$ cat src/rcsw_pkg.sv
// Package for the RTS/CTS stop-and-wait link controller.
// Holds the transfer payload structs and the command, packet and event codes.
// No dependencies.
package rcsw_pkg;

    // Input command codes
    localparam logic [1:0] CMD_TICK = 2'd0;
    localparam logic [1:0] CMD_PKT  = 2'd1;
    localparam logic [1:0] CMD_BAD  = 2'd2;
    localparam logic [1:0] CMD_KICK = 2'd3;

    // Packet type codes, shared by received and sent packets
    localparam logic [2:0] PKT_RTS  = 3'd0;
    localparam logic [2:0] PKT_CTS  = 3'd1;
    localparam logic [2:0] PKT_DATA = 3'd2;
    localparam logic [2:0] PKT_ACK  = 3'd3;
    localparam logic [2:0] PKT_NACK = 3'd4;
    localparam logic [2:0] PKT_HALT = 3'd5;

    // What the radio sends this step
    localparam logic [1:0] SEND_NONE = 2'd0;
    localparam logic [1:0] SEND_CTRL = 2'd1;
    localparam logic [1:0] SEND_DATA = 2'd2;

    // Application events
    localparam logic [1:0] APP_NONE      = 2'd0;
    localparam logic [1:0] APP_DELIVERED = 2'd1;
    localparam logic [1:0] APP_TIMEOUT   = 2'd2;

    // Link state codes as seen on the result
    localparam logic [1:0] LINK_STANDBY   = 2'd0;
    localparam logic [1:0] LINK_WAIT_CTS  = 2'd1;
    localparam logic [1:0] LINK_WAIT_ACK  = 2'd2;
    localparam logic [1:0] LINK_WAIT_DATA = 2'd3;

    // Configuration register indexes
    localparam logic CFG_MAX_RETRIES = 1'b0;
    localparam logic CFG_ACK_TIMEOUT = 1'b1;

    // Register widths and reset values
    localparam int unsigned RETRY_W = 4;
    localparam int unsigned CFG_W   = 16;
    localparam logic [RETRY_W-1:0] RETRY_SAT           = 4'd15;
    localparam logic [RETRY_W-1:0] MAX_RETRIES_RESET   = 4'd3;
    localparam logic [CFG_W-1:0]   ACK_TIMEOUT_RESET   = 16'd500;

    // One input item
    typedef struct packed {
        logic [1:0] command;
        logic [2:0] pkt_type;
        logic [7:0] pkt_seq;
        logic [7:0] pkt_frag;
        logic       radio_ok;
        logic       tx_has_data;
        logic [7:0] head_seq;
        logic [7:0] head_frag;
        logic       head_is_last;
        logic       frag_accepted;
        logic       message_complete;
    } t_in_item;

    // One result item
    typedef struct packed {
        logic [1:0] send_kind;
        logic [2:0] send_type;
        logic [7:0] send_seq;
        logic [7:0] send_frag;
        logic [1:0] app_event;
        logic       queue_advance;
        logic       queue_flush;
        logic       reassembly_clear;
        logic [1:0] link_state;
    } t_out_item;

endpackage

$ cat src/rts_cts_stop_and_wait_link.sv
// RTS/CTS stop-and-wait link controller, top level.
// Depends on rcsw_pkg for payload structs and codes.
//
// Each transfer on the input channel is one link event (tick, packet received,
// bad frame or standby kick) and yields exactly one result transfer naming the
// packet to send, the application event, the queue and reassembly actions and
// the link state after the event. An event is captured in an input register,
// resolved by one pass of compare-and-select logic against the link state,
// retry count, control sequence counter and ack timer, and lands in a result
// register. One event per cycle is sustained while the result side is ready,
// the throughput being set by that single state update. Ticks only run the ack
// timer down; its expiry is handled as a timeout. Configuration writes take
// effect at once and belong in idle periods.
module rts_cts_stop_and_wait_link
    import rcsw_pkg::*;
#(
    parameter int unsigned SEQ_BITS   = 8,
    parameter int unsigned TIMER_BITS = 16
) (
    input  logic             i_clk,
    input  logic             i_rst_n,
    // configuration write port
    input  logic             i_cfg_we,
    input  logic             i_cfg_idx,
    input  logic [CFG_W-1:0] i_cfg_data,
    // event channel
    input  logic             i_in_valid,
    output logic             o_in_ready,
    input  t_in_item         i_in_data,
    // result channel
    output logic             o_out_valid,
    input  logic             i_out_ready,
    output t_out_item        o_out_data
);

    // Low bits of a sequence number that survive the counter width
    localparam logic [7:0] SEQ_OUT_MASK =
        (SEQ_BITS >= 8) ? 8'hFF : 8'((1 << SEQ_BITS) - 1);

    typedef enum logic [3:0] {
        MODE_STANDBY   = 4'b0001,
        MODE_WAIT_CTS  = 4'b0010,
        MODE_WAIT_ACK  = 4'b0100,
        MODE_WAIT_DATA = 4'b1000
    } t_mode;

    // Configuration registers
    logic [RETRY_W-1:0]    r_max_retries;
    logic [CFG_W-1:0]      r_ack_timeout;

    // Link state
    t_mode                 r_mode, n_mode;
    logic [RETRY_W-1:0]    r_retry, n_retry;
    logic [SEQ_BITS-1:0]   r_cseq, n_cseq;
    logic [TIMER_BITS-1:0] r_tcount, n_tcount;
    logic                  r_trun, n_trun;

    // Pipeline registers
    logic                  r_in_valid;
    t_in_item              r_in;
    logic                  r_out_valid;
    t_out_item             r_out, n_out;

    // Step decode
    logic                  advance;
    logic                  ev_timeout, ev_bad, ev_pkt;
    logic [7:0]            hseq, hfrag;
    logic [7:0]            pseq_m;
    logic [7:0]            cseq_out;
    logic [RETRY_W-1:0]    retry_bump;
    logic                  limit_hit;
    logic [TIMER_BITS-1:0] timer_load;

    // Handshake: move the held event into the result register when it is free
    assign advance     = r_in_valid && (!r_out_valid || i_out_ready);
    assign o_in_ready  = !r_in_valid || advance;
    assign o_out_valid = r_out_valid;
    assign o_out_data  = r_out;

    // Operand preparation
    assign hseq       = r_in.tx_has_data ? r_in.head_seq  : 8'd0;
    assign hfrag      = r_in.tx_has_data ? r_in.head_frag : 8'd0;
    assign pseq_m     = r_in.pkt_seq & SEQ_OUT_MASK;
    assign cseq_out   = 8'(r_cseq);
    assign retry_bump = (r_retry < RETRY_SAT) ? r_retry + 1'b1 : r_retry;
    assign limit_hit  = (retry_bump >= r_max_retries);
    assign timer_load = TIMER_BITS'(r_ack_timeout);

    // Resolve one event against the link state
    always_comb begin
        n_mode     = r_mode;
        n_retry    = r_retry;
        n_cseq     = r_cseq;
        n_tcount   = r_tcount;
        n_trun     = r_trun;
        n_out      = '0;
        ev_timeout = 1'b0;
        ev_bad     = 1'b0;
        ev_pkt     = 1'b0;

        // command decode: run the timer down, or kick off an RTS
        case (r_in.command)
            CMD_TICK: begin
                if (r_trun) begin
                    if (r_tcount <= TIMER_BITS'(1)) begin
                        n_tcount   = '0;
                        n_trun     = 1'b0;
                        ev_timeout = 1'b1;
                    end else begin
                        n_tcount = r_tcount - 1'b1;
                    end
                end
            end
            CMD_PKT: ev_pkt = 1'b1;
            CMD_BAD: ev_bad = 1'b1;
            default: begin
                if (r_mode == MODE_STANDBY && r_in.tx_has_data) begin
                    n_out.send_kind = SEND_CTRL;
                    n_out.send_type = PKT_RTS;
                    n_out.send_seq  = cseq_out;
                    n_cseq          = r_cseq + 1'b1;
                    if (r_in.radio_ok) begin
                        n_mode   = MODE_WAIT_CTS;
                        n_retry  = '0;
                        n_tcount = timer_load;
                        n_trun   = 1'b1;
                    end
                end
            end
        endcase

        // event handling per link state
        if (ev_timeout || ev_bad || ev_pkt) begin
            case (r_mode)
                MODE_STANDBY: begin
                    if (ev_pkt && r_in.pkt_type == PKT_RTS) begin
                        n_out.send_kind = SEND_CTRL;
                        n_out.send_type = PKT_CTS;
                        n_out.send_seq  = pseq_m;
                        if (r_in.radio_ok) begin
                            n_out.reassembly_clear = 1'b1;
                            n_retry  = '0;
                            n_mode   = MODE_WAIT_DATA;
                            n_tcount = timer_load;
                            n_trun   = 1'b1;
                        end
                    end
                end
                MODE_WAIT_CTS: begin
                    if (ev_timeout || ev_bad) begin
                        n_retry = retry_bump;
                        if (limit_hit) begin
                            n_out.queue_flush      = 1'b1;
                            n_out.app_event        = APP_TIMEOUT;
                            n_out.reassembly_clear = 1'b1;
                            n_mode   = MODE_STANDBY;
                            n_retry  = '0;
                            n_tcount = '0;
                            n_trun   = 1'b0;
                        end else begin
                            n_out.send_kind = SEND_CTRL;
                            n_out.send_type = PKT_RTS;
                            n_out.send_seq  = cseq_out;
                            n_cseq          = r_cseq + 1'b1;
                            n_tcount        = timer_load;
                            n_trun          = 1'b1;
                        end
                    end else if (r_in.pkt_type == PKT_CTS) begin
                        n_retry  = '0;
                        n_tcount = '0;
                        n_trun   = 1'b0;
                        if (r_in.tx_has_data) begin
                            n_out.send_kind = SEND_DATA;
                        end
                        if (r_in.tx_has_data && r_in.radio_ok) begin
                            n_mode   = MODE_WAIT_ACK;
                            n_tcount = timer_load;
                            n_trun   = 1'b1;
                        end else begin
                            n_out.reassembly_clear = 1'b1;
                            n_mode = MODE_STANDBY;
                        end
                    end else if (r_in.pkt_type == PKT_NACK || r_in.pkt_type == PKT_HALT) begin
                        n_out.queue_flush      = 1'b1;
                        n_out.app_event        = APP_TIMEOUT;
                        n_out.reassembly_clear = 1'b1;
                        n_mode   = MODE_STANDBY;
                        n_retry  = '0;
                        n_tcount = '0;
                        n_trun   = 1'b0;
                    end
                end
                MODE_WAIT_ACK: begin
                    if (ev_timeout || ev_bad || r_in.pkt_type == PKT_NACK) begin
                        n_retry = retry_bump;
                        if (limit_hit) begin
                            n_out.send_kind        = SEND_CTRL;
                            n_out.send_type        = PKT_HALT;
                            n_out.send_seq         = cseq_out;
                            n_cseq                 = r_cseq + 1'b1;
                            n_out.queue_flush      = 1'b1;
                            n_out.app_event        = APP_TIMEOUT;
                            n_out.reassembly_clear = 1'b1;
                            n_mode   = MODE_STANDBY;
                            n_retry  = '0;
                            n_tcount = '0;
                            n_trun   = 1'b0;
                        end else begin
                            if (r_in.tx_has_data) begin
                                n_out.send_kind = SEND_DATA;
                            end
                            n_tcount = timer_load;
                            n_trun   = 1'b1;
                        end
                    end else if (r_in.pkt_type == PKT_HALT) begin
                        n_out.queue_flush      = 1'b1;
                        n_out.app_event        = APP_TIMEOUT;
                        n_out.reassembly_clear = 1'b1;
                        n_mode   = MODE_STANDBY;
                        n_retry  = '0;
                        n_tcount = '0;
                        n_trun   = 1'b0;
                    end else if (r_in.pkt_type == PKT_ACK && r_in.pkt_seq == hseq
                                 && r_in.pkt_frag == hfrag) begin
                        n_retry             = '0;
                        n_tcount            = '0;
                        n_trun              = 1'b0;
                        n_out.queue_advance = r_in.tx_has_data;
                        if (r_in.tx_has_data && !r_in.head_is_last) begin
                            n_out.send_kind = SEND_DATA;
                        end
                        if (r_in.tx_has_data && !r_in.head_is_last && r_in.radio_ok) begin
                            n_tcount = timer_load;
                            n_trun   = 1'b1;
                        end else begin
                            n_out.reassembly_clear = 1'b1;
                            n_mode = MODE_STANDBY;
                        end
                    end
                end
                default: begin
                    // waiting for DATA
                    if (ev_timeout) begin
                        n_retry         = retry_bump;
                        n_out.send_kind = SEND_CTRL;
                        n_out.send_seq  = cseq_out;
                        n_cseq          = r_cseq + 1'b1;
                        if (limit_hit) begin
                            n_out.send_type        = PKT_HALT;
                            n_out.reassembly_clear = 1'b1;
                            n_mode   = MODE_STANDBY;
                            n_retry  = '0;
                            n_tcount = '0;
                            n_trun   = 1'b0;
                        end else begin
                            n_out.send_type = PKT_NACK;
                            n_tcount        = timer_load;
                            n_trun          = 1'b1;
                        end
                    end else if (ev_bad) begin
                        n_out.send_kind = SEND_CTRL;
                        n_out.send_type = PKT_NACK;
                        n_out.send_seq  = cseq_out;
                        n_cseq          = r_cseq + 1'b1;
                        n_tcount        = timer_load;
                        n_trun          = 1'b1;
                    end else if (r_in.pkt_type == PKT_HALT) begin
                        n_out.reassembly_clear = 1'b1;
                        n_mode   = MODE_STANDBY;
                        n_retry  = '0;
                        n_tcount = '0;
                        n_trun   = 1'b0;
                    end else if (r_in.pkt_type == PKT_DATA) begin
                        n_out.send_kind = SEND_CTRL;
                        if (!r_in.frag_accepted) begin
                            n_out.send_type = PKT_NACK;
                            n_out.send_seq  = cseq_out;
                            n_cseq          = r_cseq + 1'b1;
                            n_tcount        = timer_load;
                            n_trun          = 1'b1;
                        end else begin
                            n_out.send_type = PKT_ACK;
                            n_out.send_seq  = pseq_m;
                            n_out.send_frag = r_in.pkt_frag;
                            n_retry         = '0;
                            if (r_in.message_complete) begin
                                n_out.app_event        = APP_DELIVERED;
                                n_out.reassembly_clear = 1'b1;
                                n_mode   = MODE_STANDBY;
                                n_tcount = '0;
                                n_trun   = 1'b0;
                            end else begin
                                n_tcount = timer_load;
                                n_trun   = 1'b1;
                            end
                        end
                    end
                end
            endcase
        end

        // report the link state after the step
        case (n_mode)
            MODE_STANDBY:   n_out.link_state = LINK_STANDBY;
            MODE_WAIT_CTS:  n_out.link_state = LINK_WAIT_CTS;
            MODE_WAIT_ACK:  n_out.link_state = LINK_WAIT_ACK;
            MODE_WAIT_DATA: n_out.link_state = LINK_WAIT_DATA;
            default:        n_out.link_state = LINK_STANDBY;
        endcase
    end

    // Configuration registers
    always_ff @(posedge i_clk) begin
        if (!i_rst_n) begin
            r_max_retries <= MAX_RETRIES_RESET;
            r_ack_timeout <= ACK_TIMEOUT_RESET;
        end else if (i_cfg_we) begin
            case (i_cfg_idx)
                CFG_MAX_RETRIES: r_max_retries <= i_cfg_data[RETRY_W-1:0];
                CFG_ACK_TIMEOUT: r_ack_timeout <= i_cfg_data;
                default:         r_ack_timeout <= r_ack_timeout;
            endcase
        end
    end

    // Link state: advance once per resolved event
    always_ff @(posedge i_clk) begin
        if (!i_rst_n) begin
            r_mode   <= MODE_STANDBY;
            r_retry  <= '0;
            r_cseq   <= '0;
            r_tcount <= '0;
            r_trun   <= 1'b0;
        end else if (advance) begin
            r_mode   <= n_mode;
            r_retry  <= n_retry;
            r_cseq   <= n_cseq;
            r_tcount <= n_tcount;
            r_trun   <= n_trun;
        end
    end

    // Input register: capture a transfer, drop it once resolved
    always_ff @(posedge i_clk) begin
        if (!i_rst_n) begin
            r_in_valid <= 1'b0;
        end else if (i_in_valid && o_in_ready) begin
            r_in_valid <= 1'b1;
        end else if (advance) begin
            r_in_valid <= 1'b0;
        end
    end

    always_ff @(posedge i_clk) begin
        if (i_in_valid && o_in_ready) begin
            r_in <= i_in_data;
        end
    end

    // Result register: hold until the result transfer completes
    always_ff @(posedge i_clk) begin
        if (!i_rst_n) begin
            r_out_valid <= 1'b0;
        end else if (advance) begin
            r_out_valid <= 1'b1;
        end else if (i_out_ready) begin
            r_out_valid <= 1'b0;
        end
    end

    always_ff @(posedge i_clk) begin
        if (advance) begin
            r_out <= n_out;
        end
    end

endmodule

$ cat config.mk
export PLATFORM = sky130hd
export DESIGN_NAME = rts_cts_stop_and_wait_link
export DESIGN_NICKNAME = d
export VERILOG_FILES = /design/src/rcsw_pkg.sv /design/src/rts_cts_stop_and_wait_link.sv
export SDC_FILE = /design/constraint.sdc
export NUM_CORES = 1
export LEC_CHECK = 0
export BUFFER_PORTS_ARGS = -buffer_cell sky130_fd_sc_hd__buf_2
export CAP_MARGIN = 0
export CORE_AREA = 2 2 160 146
export CTS_BUF_LIST = sky130_fd_sc_hd__clkbuf_4
export DETAILED_ROUTE_END_ITERATION = 12
export DIE_AREA = 0 0 162 148
export HOLD_SLACK_MARGIN = 0.1
export PLACE_DENSITY = 0.54
export SLEW_MARGIN = 25
export SYNTH_ARGS = -nofsm -noshare
export SYNTH_HDL_FRONTEND = slang
export SYNTH_SLANG_ARGS = --single-unit
$ cat constraint.sdc
create_clock -name i_clk -period 3.2 [get_ports i_clk]
set_clock_uncertainty 0.05 [all_clocks]
set_input_delay 0.48 -clock i_clk [delete_from_list [all_inputs] [get_ports i_clk]]
set_output_delay 0.48 -clock i_clk [all_outputs]
set_load 0.03 [all_outputs]
==> results.toml <==
[route]
firstDrtPassIters = 6
vias = 7747
drt_wl_total_mm = 26.4
ant_nets = 0
vias_per_cell = 5.54
drt_iter0_drc = 647
wl_per_cell_um = 18.8
drc = 0

[clock_network]
clkTransAtPathRegs_ns = 0.11
clock_latency_ns = 0.57
numCtsBuffers = 17
cts_sinks = 125
clock_path_buffers = 2
cts_tree = "built"
clockRootBuffer = "clkbuf_4"
htreeDepth = 4

[synthesis]
syn-mean-instance-area_um2 = 8.75
ys_seq_elements = 125
synth_cell_types = 83
synth_cells = 882
synth_warnings = 0
synth-edff-count = 70
synthesis.area_um2 = 7720
synthFlopType = "edfxtp_1"
seq_area_frac_synth_pct = 41.5
syn_nets = 959
synthArstFlopShare_pct = 0

[floorplan]
ios = 94
rows = 52
core_region_area_um2 = 22300
initial_utilization_pct = 34.7
die_area_um2 = 24000
die_x_um = 162
die_h_um = 148

[timing]
slew_violations = 0
fin_crit_sh_pct = 94.8
setup_viol_count_final = 0
final-hold-violation-count = 0
fmax_mhz = 330
maxSlewHeadroom_pct = 33.9
period_needed_ns = 3.03
worst_pin_slew_ns = 0.992
whs_ns = 0.130

[global_route]
grt_max_degree = 54
grt_pass1_vias = 7221
track_usage_pct = 22.0
antenna_found_initial = 1
grt_pass1_wl_mm = 40.6
globalRouteOverflowTotal = 0

[final_layout]
drive_gt1_share_pct = 25.5
layout.nets = 1165
layout_commonest_cell = "nand2_1"
final_cells = 1399
fill_cells = 2238
regArea_um2 = 3210
multi_input_area_um2 = 4250
synthToLayoutAreaGrowth_pct = 29.7
mostFrequentLayoutCells = "98 x nand2_1, 95 x buf_4, 93 x buf_2"

[setup_path]
crit_path_end_kind = "register"
crit_buf_inv = 1
cp_cell_sequence = "ha_2 > nand3_2 > mux2_2 > ha_4 > a2111oi_4 > buf_4 > or2_2 > a21oi_2 > o22ai_1 > a221o_1 > o22ai_1 > o21ai_0"
crit_type = "reg -> reg"
cp_top_family = "compound AO/OA/AOI/OAI gates"
cp_data_required_time_ns = 3.45
cp.arrival_ns = 3.28
path_max_fanout = 6
crit_path_top_delay_cell = "mux2_2"
start_kind = "register"
cp_common_cell = "o22ai_1"
critPathMaxStageDelay_ns = 0.37

[run_status]
run_status = "complete, no violations"

[power_and_ir_drop]
swShare_pct = 32.9
power_switching_w = 0.00131
clkPwrFrac_pct = 28.0
power_density_nw_per_um2 = 397
power_w = 0.00397
p_comb_share_pct = 24.6
ir_worst_vdd_mv = 0.252
pwr-share-seq_pct = 47.3
leakagePower_nw = 3.90
power.internal_w = 0.00266

[flow_run]
cap_violations = 0

[placed_design]
io_buffers = 93
gp_congestion = 0.953
place_inst = 1303
hpwl_mm = 18.6

[worst_hold_path]
hp-class = "in -> reg"
-- Yosys cell counts, types with 8 or more instances --
library cell	number	area, um^2
a211oi_1	9	67.6
a21boi_0	13	97.6
a21o_1	9	67.6
a21oi_1	71	355
a221o_1	8	80.1
a221oi_1	10	87.6
a31oi_1	15	93.8
and2_1	11	68.8
and3_1	10	62.6
buf_2	10	50.1
clkbuf_1	43	161
dfxtp_1	55	1100
edfxtp_1	70	2100
ha_1	13	163
inv_1	28	105
mux2i_1	8	80.1
nand2_1	98	368
nand2b_1	11	68.8
nand3_1	33	165
nand4_1	12	75.1
nor2_1	77	289
nor3_1	24	120
o211ai_1	8	60.1
o21ai_0	69	345
o22ai_1	13	81.3
or3_1	8	50.1
xor2_1	10	87.6
-- worst paths after layout --
| kind | from | to | slack, ns | cells after the start |
|---|---|---|---|---|
| min | i_cfg_data[2] | r_ack_timeout[2] | 0.13 | 3 |
| max reg2reg | r_retry[0] | o_out_data[15] | 0.17 | 12 |
| min reg2reg | r_ack_timeout[10] | r_ack_timeout[10] | 0.45 | 2 |
| max | r_retry[0] | o_out_data[15] | 0.17 | 12 |
-- power groups by stage --
stage | registers, W | clock network [W] | logic, W
floorplan | 0.00191 | 0 | 0.000530
CTS | 0.00188 | 0.00116 | 0.000944
global route | 0.00189 | 0.00122 | 0.00106
detailed placement | 0.00192 | 0 | 0.000878
finish | 0.00188 | 0.00111 | 0.000978
global placement | 0.00191 | 0 | 0.000884
-- layer usage --
| metal | global-route usage [%] | wire (um) | up-vias | share of wire [%] |
|---|---|---|---|---|
| li1 | - | - | 3709 | - |
| met1 | 31.4 | 12500 | 3725 | 47 |
| met2 | 33.1 | 11600 | 273 | 44 |
| met3 | 5.08 | 1780 | 40 | 6.8 |
| met4 | 6.37 | 539 | 0 | 2.0 |
| met5 | 0 | 0 | - | 0 |
-- state kept, by name, summed over array words and instances, names as in the netlist --
signal,cells
cseq_out,8
o_out_data,28
o_out_valid,1
pseq_m,8
r_ack_timeout,16
r_in,34
r_in_valid,1
r_max_retries,4
r_mode,4
r_retry,4
r_tcount,16
r_trun,1
-- metrics by stage --
stage / setup TNS [ns] / worst slack, ns / instance area [um^2] / utilization (%)
final: 0 / 0.166 / 10000 / 45.0
after global routing: -0.0455 / -0.0190 / 10000 / 45.0
after CTS: 0 / 0.0116 / 9890 / 44.5
after detailed placement: -0.353 / -0.124 / 9030 / 40.6
after global placement: 0 / 0.0439 / 9030 / 40.6
after floorplan: 0 / 0.0687 / 7730 / -
-- worst min-delay path, stage by stage --
cell     delay, ns
buf_2         0.10
nand2_1       0.05
nand3_1       0.07
-- repair_timing --
| item | 4_1_cts | 5_1_grt |
|---|---|---|
| hold buffers | 56 | 0 |
| pin swaps | 1 | 5 |
| setup endpoints to repair | 6 | 37 |
| endpoints found under the hold margin | 57 | 0 |
| setup buffers | 1 | 6 |
| gates resized for setup | 4 | 17 |
-- layout make-up --
class | count | area share (%)
multi-input cells | 668 | 42.5
flip-flops and latches | 125 | 32.0
repair buffers | 248 | 18.0
well taps | 297 | 3.71
clock buffers | 19 | 1.43
clock inverters | 13 | 1.28
inverters | 28 | 1.05
diodes | 1 | 0.0250
-- kinds of logic after synthesis --
kind of cell	count (synthesis)	share of synthesized area, %
AO/OA/AOI/OAI	287	25.1
adder cells (fa/ha/maj)	13	2.11
AND/OR/NAND/NOR	339	23.0
multiplexers	12	1.62
XOR/XNOR	17	1.93
flip-flops	125	41.5
buffers and inverters	89	4.83
No activity file was read; power rests on OpenSTA's default activity.
